## src/hw/rtl/aob_pkg.sv

```systemverilog
`timescale 1ns / 1ps
// ----------------------------------------------------------------------------
// Alpha-over blend package
// Shared widths, constants and payload types of the source-over blender.
// ----------------------------------------------------------------------------
package aob_pkg;

    // Channel and datapath widths.
    localparam int CH_W   = 8;
    localparam int SA_W   = 16;
    localparam int WGT_W  = 24;
    localparam int NUM_W  = 32;
    localparam int Q_W    = 8;
    localparam int COLORS = 3;

    // Pipeline shape: weight front end, then one quotient bit per stage.
    localparam int FRONT_STAGES = 4;
    localparam int DIV_STEPS    = Q_W;
    localparam int PIPE_DEPTH   = FRONT_STAGES + DIV_STEPS;

    // K = 255 * 255, the full-scale product of two 8-bit alphas.
    localparam logic [SA_W-1:0] BLEND_K       = 16'd65025;
    localparam logic [CH_W-1:0] OPACITY_RESET = 8'd255;

    // One RGBA8 pixel.
    typedef struct packed {
        logic [CH_W-1:0] alpha;
        logic [CH_W-1:0] blue;
        logic [CH_W-1:0] green;
        logic [CH_W-1:0] red;
    } t_pix;

    // State of one pixel inside the divider pipeline.
    // Color lane 0 is red, 1 is green, 2 is blue.
    typedef struct packed {
        logic [COLORS-1:0][NUM_W-1:0] rem;
        logic [WGT_W-1:0]             den;
        logic [WGT_W-1:0]             arem;
        logic [COLORS-1:0][Q_W-1:0]   quo;
        logic [Q_W-1:0]               aquo;
        logic                         zero;
        t_pix                         dst;
    } t_div;

endpackage

```

## src/hw/rtl/aob_weight.sv

```systemverilog
`timescale 1ns / 1ps
// ----------------------------------------------------------------------------
// Alpha-over blend weight front end
// Four pipeline stages that form the blend weights, the denominator and the
// three color numerators. All terms are divided by 255 against the textbook
// form, which leaves every quotient unchanged:
//   A = src_alpha * opacity * 255, B = dst_alpha * (K - src_alpha * opacity)
//   den = A + B, num_c = s_c * A + d_c * B
// ----------------------------------------------------------------------------
module aob_weight (
    input  logic          i_clk,
    input  logic          i_rst_n,
    input  logic          i_valid,
    output logic          o_ready,
    input  aob_pkg::t_pix i_src,
    input  aob_pkg::t_pix i_dst,
    input  logic [7:0]    i_opacity,
    output logic          o_valid,
    input  logic          i_ready,
    output aob_pkg::t_div o_div
);
    import aob_pkg::*;

    // Per-stage valid bits and stage-ready chain.
    logic r_v1, r_v2, r_v3, r_v4;
    logic w_rdy1, w_rdy2, w_rdy3, w_rdy4;

    assign w_rdy4  = !r_v4 || i_ready;
    assign w_rdy3  = !r_v3 || w_rdy4;
    assign w_rdy2  = !r_v2 || w_rdy3;
    assign w_rdy1  = !r_v1 || w_rdy2;
    assign o_ready = w_rdy1;

    always_ff @(posedge i_clk) begin
        if (!i_rst_n) begin
            r_v1 <= 1'b0;
            r_v2 <= 1'b0;
            r_v3 <= 1'b0;
            r_v4 <= 1'b0;
        end else begin
            if (w_rdy1) begin
                r_v1 <= i_valid;
            end
            if (w_rdy2) begin
                r_v2 <= r_v1;
            end
            if (w_rdy3) begin
                r_v3 <= r_v2;
            end
            if (w_rdy4) begin
                r_v4 <= r_v3;
            end
        end
    end

    // Stage 1: scaled source alpha.
    t_pix            r_src1, r_dst1;
    logic [SA_W-1:0] r_sa1;
    logic [SA_W-1:0] n_sa1;

    assign n_sa1 = SA_W'(i_src.alpha) * SA_W'(i_opacity);

    always_ff @(posedge i_clk) begin
        if (w_rdy1 && i_valid) begin
            r_src1 <= i_src;
            r_dst1 <= i_dst;
            r_sa1  <= n_sa1;
        end
    end

    // Stage 2: source and destination weights.
    t_pix             r_src2, r_dst2;
    logic [WGT_W-1:0] r_a2, r_b2;
    logic [WGT_W-1:0] n_a2, n_b2;

    assign n_a2 = {r_sa1, 8'd0} - WGT_W'(r_sa1);
    assign n_b2 = WGT_W'(r_dst1.alpha) * WGT_W'(BLEND_K - r_sa1);

    always_ff @(posedge i_clk) begin
        if (w_rdy2 && r_v1) begin
            r_src2 <= r_src1;
            r_dst2 <= r_dst1;
            r_a2   <= n_a2;
            r_b2   <= n_b2;
        end
    end

    // Stage 3: weighted color products and the denominator.
    logic [COLORS-1:0][CH_W-1:0]  w_s2, w_d2;
    logic [COLORS-1:0][NUM_W-1:0] n_ps3, n_pd3, r_ps3, r_pd3;
    logic [WGT_W:0]               n_den_sum3;
    logic [WGT_W-1:0]             r_den3;
    t_pix                         r_dst3;

    assign w_s2       = {r_src2.blue, r_src2.green, r_src2.red};
    assign w_d2       = {r_dst2.blue, r_dst2.green, r_dst2.red};
    assign n_den_sum3 = {1'b0, r_a2} + {1'b0, r_b2};

    always_comb begin
        for (int c = 0; c < COLORS; c++) begin
            n_ps3[c] = NUM_W'(w_s2[c]) * NUM_W'(r_a2);
            n_pd3[c] = NUM_W'(w_d2[c]) * NUM_W'(r_b2);
        end
    end

    always_ff @(posedge i_clk) begin
        if (w_rdy3 && r_v2) begin
            r_ps3  <= n_ps3;
            r_pd3  <= n_pd3;
            r_den3 <= n_den_sum3[WGT_W-1:0];
            r_dst3 <= r_dst2;
        end
    end

    // Stage 4: numerators; the divider starts from these remainders.
    t_div             n_div4, r_div4;
    logic [NUM_W:0]   w_num_sum [COLORS];

    always_comb begin
        n_div4 = '0;
        for (int c = 0; c < COLORS; c++) begin
            w_num_sum[c]  = {1'b0, r_ps3[c]} + {1'b0, r_pd3[c]};
            n_div4.rem[c] = w_num_sum[c][NUM_W-1:0];
        end
        n_div4.den  = r_den3;
        n_div4.arem = r_den3;
        n_div4.zero = (r_den3 == '0);
        n_div4.dst  = r_dst3;
    end

    always_ff @(posedge i_clk) begin
        if (w_rdy4 && r_v3) begin
            r_div4 <= n_div4;
        end
    end

    assign o_valid = r_v4;
    assign o_div   = r_div4;

endmodule

```

## config.mk

```make
export PLATFORM = sky130hd
export DESIGN_NAME = aob_weight
export DESIGN_NICKNAME = d
export VERILOG_FILES = /design/src/hw/rtl/aob_pkg.sv /design/src/hw/rtl/aob_weight.sv
export SDC_FILE = /design/constraint.sdc
export NUM_CORES = 2
export LEC_CHECK = 0
export BUFFER_PORTS_ARGS = -buffer_cell sky130_fd_sc_hd__buf_2
export CORE_MARGIN = 1
export CORE_UTILIZATION = 67
export DETAILED_ROUTE_END_ITERATION = 6
export GPL_TIMING_DRIVEN = 0
export PLACE_DENSITY = 0.84
export SYNTH_ARGS = -nofsm -noshare
export SYNTH_HDL_FRONTEND = slang
export SYNTH_SLANG_ARGS = --single-unit
export TNS_END_PERCENT = 5
```

## constraint.sdc

```tcl
create_clock -name i_clk -period 45.7 [get_ports i_clk]
set_input_delay 9.14 -clock i_clk [delete_from_list [all_inputs] [get_ports i_clk]]
set_output_delay 9.14 -clock i_clk [all_outputs]
set_load 0.05 [all_outputs]
```

==> metrics.yaml <==
sta:
  fin_setup_tns_ps: 0
  setup_violations: 0
  maxSlewViolCount: 0
  min_period_over_period_pct: 42.9
  period_minus_slack_ps: 19590
  rsz0062_at_grt: "false"
  relSlewSlack_pct: 8.20
  worst_clock_skew_ps: 49.3
  fmaxAchievable_ghz: 0.0511
  tightest_slew_ps: 1360
  hold_viol: 0
worst_hold_path:
  min_from: "r_dst2[24]$_DFFE_PP_"
  hold_class: "flip-flop to flip-flop"
synthesis:
  synth-seq-cells: 581
  synth_compound_area_share_pct: 7.47
  synth_fa_ha_area_share_pct: 38.4
  syn_area_sq_um: 65800
  yosysTopAreaCellShare_pct: 28.5
  synth-edff-count: 577
  ys_top_cells_by_area: "fa_1, edfxtp_1, ha_1"
  seq_area_frac_synth_pct: 26.5
  ys.flop_type: "edfxtp_1"
  yosysWarnings: 0
  yosys.area_share.simple_pct: 15.3
  ys_top_cells_by_count: "inv_1, fa_1, and2_1"
  async_reset_ff_share_pct: 0
  synthMuxAreaShare_pct: 0.0761
  synth_top_cell_by_area: "fa_1"
  synth.distinct_cells: 75
  synth-xor-area-share_pct: 4.26
  avgSynthCellArea_sq_um: 10.3
  syn_inst: 6397
  yosysMostFrequentCell: "inv_1"
  synth_top_family_by_area: "adder cells"
global_route:
  grt_usage_pct: 36.2
  gr-total-overflow: 0
  grt_pass1_wl_mm: 272
  antenna_found_initial: 9
  grt_pass1_vias: 49400
  grt_max_degree: 37
clock_network:
  clkTransAtPathRegs_ps: 60
  cts_resized: 0
  tritoncts: "built"
  clk_path_buf_depth: 3
  cts_hold_buffers: 0
  cts_made_buffers: 70
  postCtsSetupRepairBufs: 0
  htreeDepth: 3
  clock-sinks: 581
  cts_root_buf: "clkbuf_16"
  insertion_delay_ps: 680
worst_setup_path:
  endpoint_kind: "primary output"
  timing_worst_setup_path_type: "primary input to primary output"
  critPathLaunchType: "primary input"
  worst_ep_required_time_ps: 36560
  crit_start: "i_ready"
  slowest_stage: "and2_0"
  path_cells: "buf_2 -> nor2b_1 -> and2_0 -> nand3_1 -> buf_2"
  slowest_delay_ps: 520
  cp.arrival_ps: 10450
  rr_startpoint: "r_sa1[1]$_DFFE_PP_"
  crit_fanout: 6
  cpMostUsedCell: "buf_2"
drt:
  finalWirelength_mm: 174
  drt_iter0_drc: 3882
  drc: 38
  wl_per_cell_um: 21.5
  viasPerCell: 5.87
  ant_nets: 0
  vias: 47600
  firstDrtPassIters: 7
placement:
  gp_congestion: 0.990
  place_area_sq_um: 69200
  place_inst: 7978
  io_buffers: 254
  post-dp-hpwl_mm: 140
floorplan:
  start_util_pct: 67.8
  rows: 114
  die_area_sq_um: 99400
  ios: 287
  die_w_um: 315
  core_sq_um: 97000
  die_height_um: 315
final_layout:
  post-route-cell-area_sq_um: 71500
  fin_nets: 8306
  layout.cells.non_filler: 8108
  drive_gt1_share_pct: 6.87
  syn2layout_area_growth_pct: 8.75
  fillers: 6748
  final_util_pct: 73.7
run_status:
  violations: "design-rule violations"
  outcome: "complete, but fails checks"
flow_run:
  maxCapViolCount: 0
## registers in the layout (all words and copies together) (netlist names)
register / flops
n_div4: 32
o_div: 153
o_valid: 1
r_a2: 24
r_b2: 24
r_den3: 24
r_dst1: 32
r_dst2: 32
r_pd3: 96
r_ps3: 96
r_sa1: 16
r_src1: 24
r_src2: 24
r_v1: 1
r_v2: 1
r_v3: 1
## layer usage
layer  routed length (um)  part of all wire, %  GRT usage (%)
met1                66400                   38           46.3
met2                80400                   46           57.7
met3                14900                  8.5           6.14
met4                12800                  7.3           23.1
met5                    0                    0              0
## worst max-delay path, delay by kind of cell
family	cells	cell delay [ps]
and+or+nand+nor	3	940
buffers and inverters	2	350
## cells by family (layout without fill, tap and decap cells)
kind of cell               after synthesis  count (layout)
AOI/OAI and AO/OA                      754             754
xor gates and xnor gates               320             320
adders and majority gates             1456            1456
buffers and inverters                 1352            1755
DFF                                    581             581
muxes                                    5               5
other                                    1              33
and+or+nand+nor                       1928            1928
## cell usage in the layout, fill, tap and decap left out, types with 21 or more instances in the layout
| cell type | synthesis | layout |
|---|---|---|
| inv_1 | 1083 | 1083 |
| edfxtp_1 | 577 | 577 |
| nand3_1 | 55 | 55 |
| nand2_1 | 603 | 603 |
| clkbuf_16 | 0 | 70 |
| buf_4 | 56 | 56 |
| nand2b_1 | 22 | 22 |
| or3_1 | 21 | 21 |
| fa_1 | 935 | 935 |
| nor3_1 | 53 | 53 |
| ha_1 | 521 | 521 |
| clkbuf_1 | 212 | 224 |
| buf_2 | 1 | 255 |
| nor2b_1 | 62 | 60 |
| o21bai_1 | 46 | 46 |
| o21ai_0 | 120 | 120 |
| xor2_1 | 80 | 80 |
| xnor2_1 | 240 | 240 |
| and2_1 | 866 | 866 |
| nor2_1 | 159 | 159 |
| o21a_1 | 56 | 56 |
| conb_1 | 1 | 32 |
| a21o_1 | 113 | 113 |
| a21oi_1 | 235 | 235 |
| and3_1 | 27 | 27 |
## cell type report
type | count | area [sq um] | area share, %
diodes | 1 | 2.50 | 0.00350
plain buffers | 269 | 1220 | 1.71
clock buffers | 82 | 1800 | 2.51
clock inverters | 47 | 519 | 0.726
inverters | 1083 | 4070 | 5.68
multi-input cells | 4495 | 43200 | 60.4
flip-flops and latches | 581 | 17400 | 24.3
well taps | 1276 | 1600 | 2.23
repair buffers | 274 | 1680 | 2.35
## final timing paths
kind | endpoint | cells after the start | slack, ps
setup / recovery | o_ready | 5 | 26110
hold / removal | n_div4[24]$_DFFE_PP_ | 0 | 390
setup reg to reg | r_b2[23]$_DFFE_PP_ | 23 | 38010
hold reg to reg | n_div4[24]$_DFFE_PP_ | 0 | 390
## stage by stage
step	hold WS [ps]	setup WS, ps
floorplan	400	24550
global placement	400	19010
detailed placement	405	26100
CTS	388	26110
global route	390	25990
finish	388	26110
Power is not shown: default switching activity piles up to over one toggle a cycle in this logic, so the estimate is an artifact.
