File: src/hw/rtl/aob_pkg.sv
`timescale 1ns / 1ps
// ----------------------------------------------------------------------------
// Alpha-over blend package
// Shared widths, constants and payload types of the source-over blender.
// ----------------------------------------------------------------------------
package aob_pkg;

    // Channel and datapath widths.
    localparam int CH_W   = 8;
    localparam int SA_W   = 16;
    localparam int WGT_W  = 24;
    localparam int NUM_W  = 32;
    localparam int Q_W    = 8;
    localparam int COLORS = 3;

    // Pipeline shape: weight front end, then one quotient bit per stage.
    localparam int FRONT_STAGES = 4;
    localparam int DIV_STEPS    = Q_W;
    localparam int PIPE_DEPTH   = FRONT_STAGES + DIV_STEPS;

    // K = 255 * 255, the full-scale product of two 8-bit alphas.
    localparam logic [SA_W-1:0] BLEND_K       = 16'd65025;
    localparam logic [CH_W-1:0] OPACITY_RESET = 8'd255;

    // One RGBA8 pixel.
    typedef struct packed {
        logic [CH_W-1:0] alpha;
        logic [CH_W-1:0] blue;
        logic [CH_W-1:0] green;
        logic [CH_W-1:0] red;
    } t_pix;

    // State of one pixel inside the divider pipeline.
    // Color lane 0 is red, 1 is green, 2 is blue.
    typedef struct packed {
        logic [COLORS-1:0][NUM_W-1:0] rem;
        logic [WGT_W-1:0]             den;
        logic [WGT_W-1:0]             arem;
        logic [COLORS-1:0][Q_W-1:0]   quo;
        logic [Q_W-1:0]               aquo;
        logic                         zero;
        t_pix                         dst;
    } t_div;

endpackage

File: src/hw/rtl/aob_div_step.sv
`timescale 1ns / 1ps
// ----------------------------------------------------------------------------
// Alpha-over blend divider step
// One restoring-division stage: settles quotient bit SHIFT of the three
// color lanes (divisor den) and of the alpha lane (divisor K).
// ----------------------------------------------------------------------------
module aob_div_step #(
    parameter int SHIFT = 7
) (
    input  logic          i_clk,
    input  logic          i_rst_n,
    input  logic          i_valid,
    output logic          o_ready,
    input  aob_pkg::t_div i_div,
    output logic          o_valid,
    input  logic          i_ready,
    output aob_pkg::t_div o_div
);
    import aob_pkg::*;

    logic             r_v;
    t_div             r_div, n_div;
    logic [NUM_W-1:0] w_dsh;
    logic [WGT_W-1:0] w_ksh;

    assign o_ready = !r_v || i_ready;

    // Divisors aligned to this quotient bit.
    assign w_dsh = NUM_W'(i_div.den) << SHIFT;
    assign w_ksh = WGT_W'(BLEND_K) << SHIFT;

    // Compare and subtract in every lane.
    always_comb begin
        n_div = i_div;
        for (int c = 0; c < COLORS; c++) begin
            if (i_div.rem[c] >= w_dsh) begin
                n_div.rem[c]        = i_div.rem[c] - w_dsh;
                n_div.quo[c][SHIFT] = 1'b1;
            end
        end
        if (i_div.arem >= w_ksh) begin
            n_div.arem        = i_div.arem - w_ksh;
            n_div.aquo[SHIFT] = 1'b1;
        end
    end

    always_ff @(posedge i_clk) begin
        if (!i_rst_n) begin
            r_v <= 1'b0;
        end else if (o_ready) begin
            r_v <= i_valid;
        end
    end

    always_ff @(posedge i_clk) begin
        if (o_ready && i_valid) begin
            r_div <= n_div;
        end
    end

    assign o_valid = r_v;
    assign o_div   = r_div;

endmodule

File: config.mk
export PLATFORM = sky130hd
export DESIGN_NAME = aob_div_step
export DESIGN_NICKNAME = d
export VERILOG_FILES = /design/src/hw/rtl/aob_pkg.sv /design/src/hw/rtl/aob_div_step.sv
export SDC_FILE = /design/constraint.sdc
export NUM_CORES = 1
export LEC_CHECK = 0
export BUFFER_PORTS_ARGS = -buffer_cell sky130_fd_sc_hd__clkbuf_2
export CAP_MARGIN = 30
export CORE_AREA = 5 5 163 165
export CTS_BUF_LIST = sky130_fd_sc_hd__clkbuf_4
export CTS_CLUSTER_SIZE = 8
export DETAILED_ROUTE_END_ITERATION = 8
export DIE_AREA = 0 0 168 170
export PLACE_DENSITY = 0.73
export SYNTH_ARGS = -nofsm -noshare
export SYNTH_HDL_FRONTEND = slang
export SYNTH_SLANG_ARGS = --single-unit
File: constraint.sdc
create_clock -name i_clk -period 14.4 [get_ports i_clk]
set_input_delay 2.88 -clock i_clk [delete_from_list [all_inputs] [get_ports i_clk]]
set_output_delay 2.88 -clock i_clk [all_outputs]
set_load 0.02 [all_outputs]
==> flow_metrics.tcl, run 1 <==
set metrics [dict create \
    status "finished clean" \
    max_freq_ghz 0.162 \
    synth_top_area_share_pct 54.6 \
    yosysWarnings 0 \
    yosys-top-cells-area "edfxtp_1 (55%), ha_1 (8.0%), o21ai_0 (3.8%)" \
    grt_usage_pct 24.0 \
    p_per_area_nw_per_um2 116 \
    cts_max_level 2 \
    setup_viol 0 \
    drtIter0Drc 482 \
    dp_slack_ns 8.23 \
    yosysUniqueCellTypes 77 \
    drive_above_1_share_pct 36.9 \
    cts_tree "yes" \
    numCtsBuffers 57 \
    viasPerCell 5.32 \
    grt_pass1_wl_um 53400 \
    end_kind "output pin" \
    fin_area_um2 14700 \
    hpwlAfterDp_um 29300 \
    hp-class "flop to flop" \
    required_ns 11.52 \
    wl_um 36100 \
    drv_slew 0 \
    cts_resized 0 \
    finalCritPeriodShare_pct 42.8 \
    hold_viol_final 0 \
    final_cell_mix "clkbuf_2 (423), edfxtp_1 (209), nand2_1 (99)" \
    synth-edff-count 209 \
    dp_cells 1714 \
    dieArea_um2 28600 \
    grt_max_degree 68 \
    ctsLongestPathBuffers 3 \
    yosys_register_bits 210 \
    cts.sinks 210 \
    p_leak_nw 6.54 \
    ctsHoldBuffers 0 \
    fin_crit_ns 6.16 \
    clk_latency_ns 0.67 \
    hold_ws_ns 0.559 \
    clk_pin_slew_ns 0.06 \
    ys.flop_type "edfxtp_1" \
    ant_nets 0 \
    max_cap_viol_count 0 \
    fin_nets 1732 \
    grt-ovfl-total 0 \
    antenna_found_initial 5 \
    die_h_um 170 \
    start_util_pct 46.1 \
    core_um2 24900 \
    worst_slew_pin_slew_ns 0.916 \
    drc 0 \
    rows 58 \
    slew-limit-headroom_pct 38.9 \
    io_pins 424 \
    synth_cells 988 \
    rsz0062_at_grt "false" \
    crit_type "primary input to output pin" \
    fin_util_pct 58.9 \
    async_reset_ff_share_pct 0 \
    synthToLayoutAreaGrowth_pct 27.8 \
    finalSetupTns_ns 0 \
    syn_nets 1277 \
    ir_drop_uv 67.4 \
    report.power.total_mw 1.71 \
    cts-root-buf "clkbuf_4" \
    grt_pass1_vias 9666 \
    first_pass_iters 5 \
    wl_per_cell_um 19.9 \
    stdcell_count 1816 \
    layout_setup_ws_ns 8.24 \
    vias 9658 \
    netlist_area_um2 11500 \
    crit_path_max_fanout 3 \
    placed_cell_area_um2 13900 \
    yosysTopAreaCell "edfxtp_1" \
    n_fill_cell 2120 \
    final_common_cell "clkbuf_2" \
    cp.arrival_ns 3.28 \
    gp_congestion 0.906 \
    port_buffers 423 \
    synth-seq-area-share_pct 54.8 \
    cts_setup_buffers 0 \
    avgSynthCellArea_um2 11.6 \
    cp-start-kind "primary input" \
    skew_ns 0.0318 \
    dieWidth_um 168 \
]
-- worst max-delay path, stage by stage --
cell and delay, ns:
clkbuf_2 0.08, nand2b_1 0.16, clkbuf_2 0.17
-- layout make-up --
cell class                      count  area (um^2)  share of cell area [%]
Antenna cell                        3         7.51                  0.0512
Clock buffer                       74          556                    3.79
Clock inverter                     25          181                    1.24
Inverter                           42          158                    1.07
Multi-Input combinational cell    702         4870                    33.2
Sequential cell                   210         6300                    42.9
Tap cell                          330          413                    2.81
Timing Repair Buffer              430         2190                    14.9
-- cells by family (layout without fill, tap and decap cells) --
family	Yosys count	count (layout)	synth area share (%)
other	0	3	0
flip-flops	210	210	54.8
AND/OR/NAND/NOR	270	270	11.9
AO/OA/AOI/OAI	272	272	15.1
multiplexers	11	11	1.10
adder cells (fa/ha/maj)	76	76	8.48
XOR/XNOR	73	73	5.57
buffers and inverters	76	571	3.01
-- sequential cells by signal (all words and copies together) (netlist names) --
signal   flops
o_valid      1
o_div      209
-- per-layer routing --
metal  up-vias  routed length (um)  GRT usage [%]
li1       4663                   -              -
met1      4502               13500           27.5
met2       424               17800           41.7
met3        65                3710           8.83
met4         4                1050           8.36
met5         -                  34              0
-- Yosys cell counts (all sizes together), types with 8 or more instances --
| cell | n |
|---|---|
| clkbuf | 18 |
| a21o | 36 |
| a21oi | 57 |
| nor3 | 15 |
| inv | 42 |
| nand4 | 13 |
| ha | 73 |
| xnor2 | 33 |
| o21a | 8 |
| nor2 | 46 |
| nand3 | 20 |
| o31ai | 8 |
| o21ai | 100 |
| edfxtp | 209 |
| xor2 | 40 |
| a31oi | 14 |
| nand2 | 99 |
| nand2b | 19 |
| a211oi | 11 |
| buf | 14 |
| nor2b | 10 |
| or4 | 9 |
| and3 | 8 |
-- path summary, 6_finish.rpt --
kind,start,to,slack [ns],cells after the start
max reg2reg,o_valid$_SDFFE_PN0N_,o_div[28]$_DFFE_PP_,11.22,5
min,o_valid$_SDFFE_PN0N_,o_valid$_SDFFE_PN0N_,0.56,2
max,i_ready,o_ready,8.24,3
min reg2reg,o_valid$_SDFFE_PN0N_,o_valid$_SDFFE_PN0N_,0.56,2
-- where the power goes --
part / switching [mW] / internal, mW / total, mW / leakage, nW
Clock: 0.249 / 0.294 / 0.542 / 0.427
Combinational: 0.262 / 0.151 / 0.412 / 4.08
Sequential: 0.0135 / 0.741 / 0.755 / 2.03
(Power assumes the default switching activity.)
==> inputs of run 2 (changes only) <==
- ABC_AREA: not set -> 1
- CORE_AREA: 5 5 163 165 -> not set
- CORE_ASPECT_RATIO: not set -> 1.5
- CORE_MARGIN: not set -> 5
- CORE_UTILIZATION: not set -> 54
- DIE_AREA: 0 0 168 170 -> not set
- PLACE_DENSITY: 0.73 -> 0.8
- clock period: 14.4 -> 6.47 ns (I/O delays scaled with it)
==> run 2 against run 1 <==
Effect of this change: worst setup slack lost 5.2 ns; count of clock-buffer cells in the layout shrank 5; sequential share of layout area shrank 5.5 points; critical endpoint is now o_div[56]$_SDFFCE_PP1P_; cell area grew 15%.
==> flow_metrics.tcl, run 2 <==
set metrics [dict create \
    worst_slew_pin_slew_ns 0.950 \
    netlist_area_um2 13800 \
    gp_congestion 1.05 \
    synth-compound-area-share_pct 2.28 \
    dp_cells 2493 \
    layout_setup_ws_ns 3.07 \
    crit_path_max_fanout 28 \
    grt_pass1_vias 13624 \
    cts.sinks 210 \
    max_freq_ghz 0.295 \
    synth-edff-count 209 \
    final_common_cell "nand2_1" \
    ctsLongestPathBuffers 3 \
    dieWidth_um 141 \
    yosysMostFrequentCell "nand2_1" \
    yosysTopAreaCell "edfxtp_1" \
    finalSetupTns_ns 0 \
    slew-limit-headroom_pct 36.7 \
    antenna_found_initial 4 \
    cts-root-buf "clkbuf_4" \
    cts_resized 0 \
    r2r-start "o_valid$_SDFFE_PN0N_" \
    setup_viol 0 \
    syn_nets 2046 \
    seq_power_share_pct 43.6 \
    synthAdderAreaFrac_pct 7.05 \
    p_sw_share_pct 35.1 \
    grt_max_degree 73 \
    stdcell_count 2580 \
    cp-start-kind "primary input" \
    final_cell_mix "nand2_1 (680), clkbuf_2 (423), inv_1 (334)" \
    ctsHoldBuffers 0 \
    synth_commonest_cells "nand2_1 (680), inv_1 (334), edfxtp_1 (209)" \
    min_path_cells 2 \
    grt_usage_pct 36.5 \
    ys.flop_type "edfxtp_1" \
    vias 13747 \
    path_cells "clkbuf_2, inv_1, ha_1, nand2_1, nor3_2, nand2_1, inv_1, a21oi_4, nand2_4, or2_2" \
    cp_num_buf_inv 3 \
    grt_pass1_wl_um 78700 \
    synth_top_family_by_area "simple AND/OR/NAND/NOR gates" \
    skew_ns 0.0394 \
    hp-class "flop to flop" \
    p_comb_share_pct 28.6 \
    core_um2 25100 \
    rsz0062_at_grt "false" \
    crit-reg2reg-capture "o_div[107]$_DFFE_PP_" \
    ff2ff_setup_slack_ns 4.21 \
    finalCritPeriodShare_pct 52.5 \
    yosysWarnings 0 \
    end_kind "flop" \
    avgSynthCellArea_um2 7.86 \
    synth-seq-area-share_pct 45.6 \
    synth_top_area_share_pct 45.4 \
    cts_max_level 2 \
    largest_reg_flops 209 \
    drive_above_1_share_pct 25.1 \
    hold_viol_final 0 \
    synthToLayoutAreaGrowth_pct 21.9 \
    cp.arrival_ns 3.83 \
    dieArea_um2 28900 \
    die_h_um 206 \
    synth_simple_gate_area_share_pct 32.1 \
    start_util_pct 54.9 \
    drv_slew 0 \
    ant_nets 0 \
    dp_slack_ns 2.36 \
    io_pins 424 \
    status "finished clean" \
    drtIter0Drc 950 \
    clk_latency_ns 0.73 \
    rr_worst_depth 2 \
    internal-power_mw 2.52 \
    yosysUniqueCellTypes 40 \
    min_from "o_valid$_SDFFE_PN0N_" \
    first_pass_iters 5 \
    synth_cells 1757 \
    async_reset_ff_share_pct 0 \
    cpMaxStageDelayCell "a21oi_4" \
    cts_tree "yes" \
    drc 0 \
    worst_hold_path.endpoint "o_valid$_SDFFE_PN0N_" \
    yosys-top-cells-area "edfxtp_1 (45%), nand2_1 (18%), inv_1 (9.1%)" \
    wl_per_cell_um 21.0 \
    path_delay_family "simple AND/OR/NAND/NOR gates" \
    hpwlAfterDp_um 44900 \
    viasPerCell 5.33 \
    wl_um 54100 \
    hold_ws_ns 0.565 \
    rows 71 \
    numCtsBuffers 50 \
    slowest_delay_ns 0.61 \
    crit_type "primary input to flop" \
    synthMuxAreaShare_pct 0 \
    power.switching_mw 1.36 \
    max_cap_viol_count 0 \
    cts_setup_buffers 0 \
    fin_nets 2506 \
    ir_drop_uv 181 \
    required_ns 6.91 \
    p_per_area_nw_per_um2 231 \
    p_leak_nw 9.17 \
    grt-ovfl-total 0 \
    clk_pin_slew_ns 0.07 \
    port_buffers 423 \
    p_clk_share_pct 27.9 \
    synth_xor_area_share_pct 2.60 \
    fin_crit_ns 3.40 \
    yosys_register_bits 210 \
]
run 2: worst min-delay path: cells and delay by family (launching register included):
family | cells | cell delay [ns]
AOI/OAI and AO/OA | 1 | 0.08
and+or+nand+nor | 1 | 0.09
DFF | 1 | 0.35
run 2: how the worst max path moves through the flow:
stage | cells past startpoint | startpoint | to
after floorplan | 2 | i_ready | o_div[0]$_DFFE_PP_
after global placement | 12 | i_div[101] | o_div[56]$_SDFFCE_PP1P_
after detailed placement | 10 | i_div[110] | o_div[56]$_SDFFCE_PP1P_
after CTS | 12 | i_div[100] | o_div[56]$_SDFFCE_PP1P_
after global routing | 12 | i_div[103] | o_div[56]$_SDFFCE_PP1P_
final | 10 | i_div[110] | o_div[56]$_SDFFCE_PP1P_
run 2: through the flow:
stage | power [mW] | util (%) | area, um^2
after global placement | 2.79 | 64.5 | 16200
after global routing | 4.08 | 67.0 | 16800
after floorplan | 2.41 | - | 13800
final | 3.88 | 67.0 | 16800
after CTS | 3.89 | 66.9 | 16800
after detailed placement | 2.81 | 64.5 | 16200
run 2: kinds of logic (layout without fill, tap and decap cells):
| family | Yosys count | after routing |
|---|---|---|
| AND/OR/NAND/NOR | 1021 | 1021 |
| buffers and inverters | 355 | 847 |
| flip-flops | 210 | 210 |
| adder cells (fa/ha/maj) | 76 | 76 |
| AO/OA/AOI/OAI | 54 | 54 |
| XOR/XNOR | 41 | 41 |
| other | 0 | 3 |
run 2: power by group through the flow:
stage	sequential, mW	clock (mW)	combinational [mW]
after floorplan	1.85	0	0.554
after global routing	1.70	1.18	1.20
after global placement	1.71	0	1.07
after detailed placement	1.72	0	1.09
final	1.69	1.08	1.11
after CTS	1.69	1.10	1.10
run 2: cell type report:
| class | instances | area, um^2 |
|---|---|---|
| well taps | 328 | 410 |
| fillers | 2164 | 8310 |
| repair buffers | 426 | 2140 |
| inverters | 337 | 1270 |
| clock inverters | 15 | 100 |
| flip-flops and latches | 210 | 6300 |
| diodes | 3 | 7.51 |
| clock buffers | 69 | 518 |
| multi-input cells | 1192 | 6090 |
run 2: per-layer routing:
metal,routed length (um),vias to the layer above,GRT usage [%],part of all wire [%]
met2,27300,860,65.6,50
met4,3960,2,23.2,7.3
li1,-,6492,-,-
met3,5100,208,6.92,9.4
met5,13,-,0,0.024
met1,17800,6185,38.9,33
==> inputs of run 3 (changes only) <==
- ABC_AREA: 1 -> 0
- CORE_AREA: not set -> 5 5 160 162
- CORE_ASPECT_RATIO: 1.5 -> not set
- CORE_MARGIN: 5 -> not set
- CORE_UTILIZATION: 54 -> not set
- DIE_AREA: not set -> 0 0 165 167
- PLACE_DENSITY: 0.8 -> 0.75
- clock period: 6.47 -> 3.35 ns (I/O delays scaled with it)
==> run 3 against run 2 <==
Effect of this change: combinational power increased by 75%; sequential cell count stayed put; die area shrank 4.8%; global-route usage decreased by 11 points; total power grew 89%; clock skew fell by 0.011 ns; core utilization decreased by 2.6 points; worst hold slack got worse by 0.37 ns; sequential power up 92%; largest cell class unchanged.
==> flow_metrics.tcl, run 3 (synthesis results as in run 1) <==
set metrics [dict create \
    max_freq_ghz 0.334 \
    finalCritPeriodShare_pct 89.5 \
    cts_resized 0 \
    cts_max_level 2 \
    fin_area_um2 15400 \
    path_cells "clkbuf_2, inv_1, ha_1, fa_1, and2b_1, o31ai_2, o31ai_2, a2bb2oi_2, a41oi_1, o31ai_1, a21oi_1, o31ai_1, mux2_2" \
    hold_viol_final 0 \
    ir_drop_uv 261 \
    cp-start-kind "primary input" \
    slew-limit-headroom_pct 57.3 \
    required_ns 3.75 \
    fin_nets 1831 \
    ctsHoldBuffers 0 \
    wl_per_cell_um 19.0 \
    power.switching_mw 2.25 \
    seq_power_share_pct 44.3 \
    cts_tree "yes" \
    clk_pin_slew_ns 0.06 \
    min_path_cells 1 \
    dp_cells 1808 \
    end_kind "flop" \
    gp_congestion 0.918 \
    cts.sinks 210 \
    numCtsBuffers 56 \
    cts-root-buf "clkbuf_4" \
    min_from "i_div[66]" \
    start_util_pct 47.9 \
    largest_reg_flops 209 \
    cts_setup_buffers 0 \
    p_per_area_nw_per_um2 475 \
    vias 10057 \
    first_pass_iters 5 \
    crit_start "i_div[184]" \
    grt_max_degree 51 \
    drv_slew 0 \
    rsz0062_at_grt "false" \
    core_um2 24000 \
    final_common_cell "clkbuf_2" \
    fin_crit_ns 3.00 \
    ant_nets 0 \
    p_comb_share_pct 26.5 \
    status "finished clean" \
    worst_hold_path.endpoint "o_div[66]$_DFFE_PP_" \
    ff2ff_setup_slack_ns 1.71 \
    viasPerCell 5.28 \
    stdcell_count 1905 \
    r2r-start "o_valid$_SDFFE_PN0N_" \
    placed_cell_area_um2 14700 \
    hp-class "primary input to flop" \
    drtIter0Drc 630 \
    rr_worst_depth 3 \
    grt_usage_pct 25.2 \
    die_h_um 167 \
    max_cap_viol_count 0 \
    p_leak_nw 7.00 \
    internal-power_mw 5.07 \
    final_cell_mix "clkbuf_2 (423), edfxtp_1 (209), buf_4 (100)" \
    crit_type "primary input to flop" \
    skew_ns 0.0283 \
    cp.arrival_ns 3.39 \
    n_fill_cell 1947 \
    grt_pass1_wl_um 54300 \
    rows 57 \
    p_sw_share_pct 30.7 \
    report.power.total_mw 7.32 \
    port_buffers 423 \
    clk_latency_ns 0.67 \
    p_clk_share_pct 29.2 \
    cpMaxStageDelayCell "fa_1" \
    dieWidth_um 165 \
    drive_above_1_share_pct 41.0 \
    grt_pass1_vias 10198 \
    hpwlAfterDp_um 29600 \
    io_pins 424 \
    crit_path_max_fanout 3 \
    antenna_found_initial 8 \
    synthToLayoutAreaGrowth_pct 34.2 \
    ctsLongestPathBuffers 3 \
    slowest_delay_ns 0.39 \
    drc 0 \
    crit-reg2reg-capture "o_div[86]$_DFFE_PP_" \
    dieArea_um2 27600 \
    wl_um 36200 \
    setup_viol 0 \
    worst_slew_pin_slew_ns 0.635 \
    grt-ovfl-total 0 \
]
==> run 3: worst max-delay path, delay by kind of cell <==
| kind | cells | cell delay [ns] |
|---|---|---|
| adders and majority gates | 2 | 0.60 |
| buffers and inverters | 2 | 0.13 |
| AOI/OAI and AO/OA | 7 | 1.38 |
| muxes | 1 | 0.37 |
| and+or+nand+nor | 1 | 0.23 |
==> run 3: how the worst max path moves through the flow <==
stage	endpoint	slack [ns]	cells after the start
4_1_cts	o_div[208]$_DFFE_PP_	0.38	12
5_1_grt	o_div[208]$_DFFE_PP_	0.16	13
3_3_place_gp	o_div[208]$_DFFE_PP_	-0.24	12
6_report	o_div[208]$_DFFE_PP_	0.35	13
2_1_floorplan	o_div[208]$_DFFE_PP_	0.05	12
3_5_place_dp	o_div[208]$_DFFE_PP_	-0.32	12
==> run 3: power groups by stage <==
| stage | Combinational [mW] | Clock [mW] | Sequential (mW) |
|---|---|---|---|
| after floorplan | 0.870 | 0 | 3.58 |
| after global routing | 2.11 | 2.38 | 3.26 |
| final | 1.94 | 2.14 | 3.24 |
| after detailed placement | 1.93 | 0 | 3.30 |
| after global placement | 1.90 | 0 | 3.29 |
| after CTS | 1.94 | 2.21 | 3.25 |
==> run 3: layout make-up <==
cell class | count | area [um^2] | area share, %
Antenna cell | 6 | 15.0 | 0.0974
Multi-Input combinational cell | 702 | 4880 | 31.6
Clock buffer | 75 | 563 | 3.65
Tap cell | 324 | 405 | 2.63
Timing Repair Buffer | 530 | 3010 | 19.5
Inverter | 42 | 158 | 1.02
Sequential cell | 210 | 6300 | 40.8
Clock inverter | 16 | 93.8 | 0.609
==> run 3: stage by stage <==
step,hold WS (ns),worst slack [ns],setup TNS [ns],utilization [%]
global route,0.107,0.157,0,64.3
finish,0.192,0.353,0,64.3
detailed placement,0.544,-0.321,-2.06,61.5
floorplan,0.758,0.0544,0,-
global placement,0.513,-0.240,-1.21,61.5
CTS,0.119,0.378,0,64.3
==> run 3: routing by layer <==
metal  track usage [%]  wire (um)
met5                 0         27
met4              11.2       1430
met3              9.19       3780
met2              43.4      18000
met1              27.7      12900
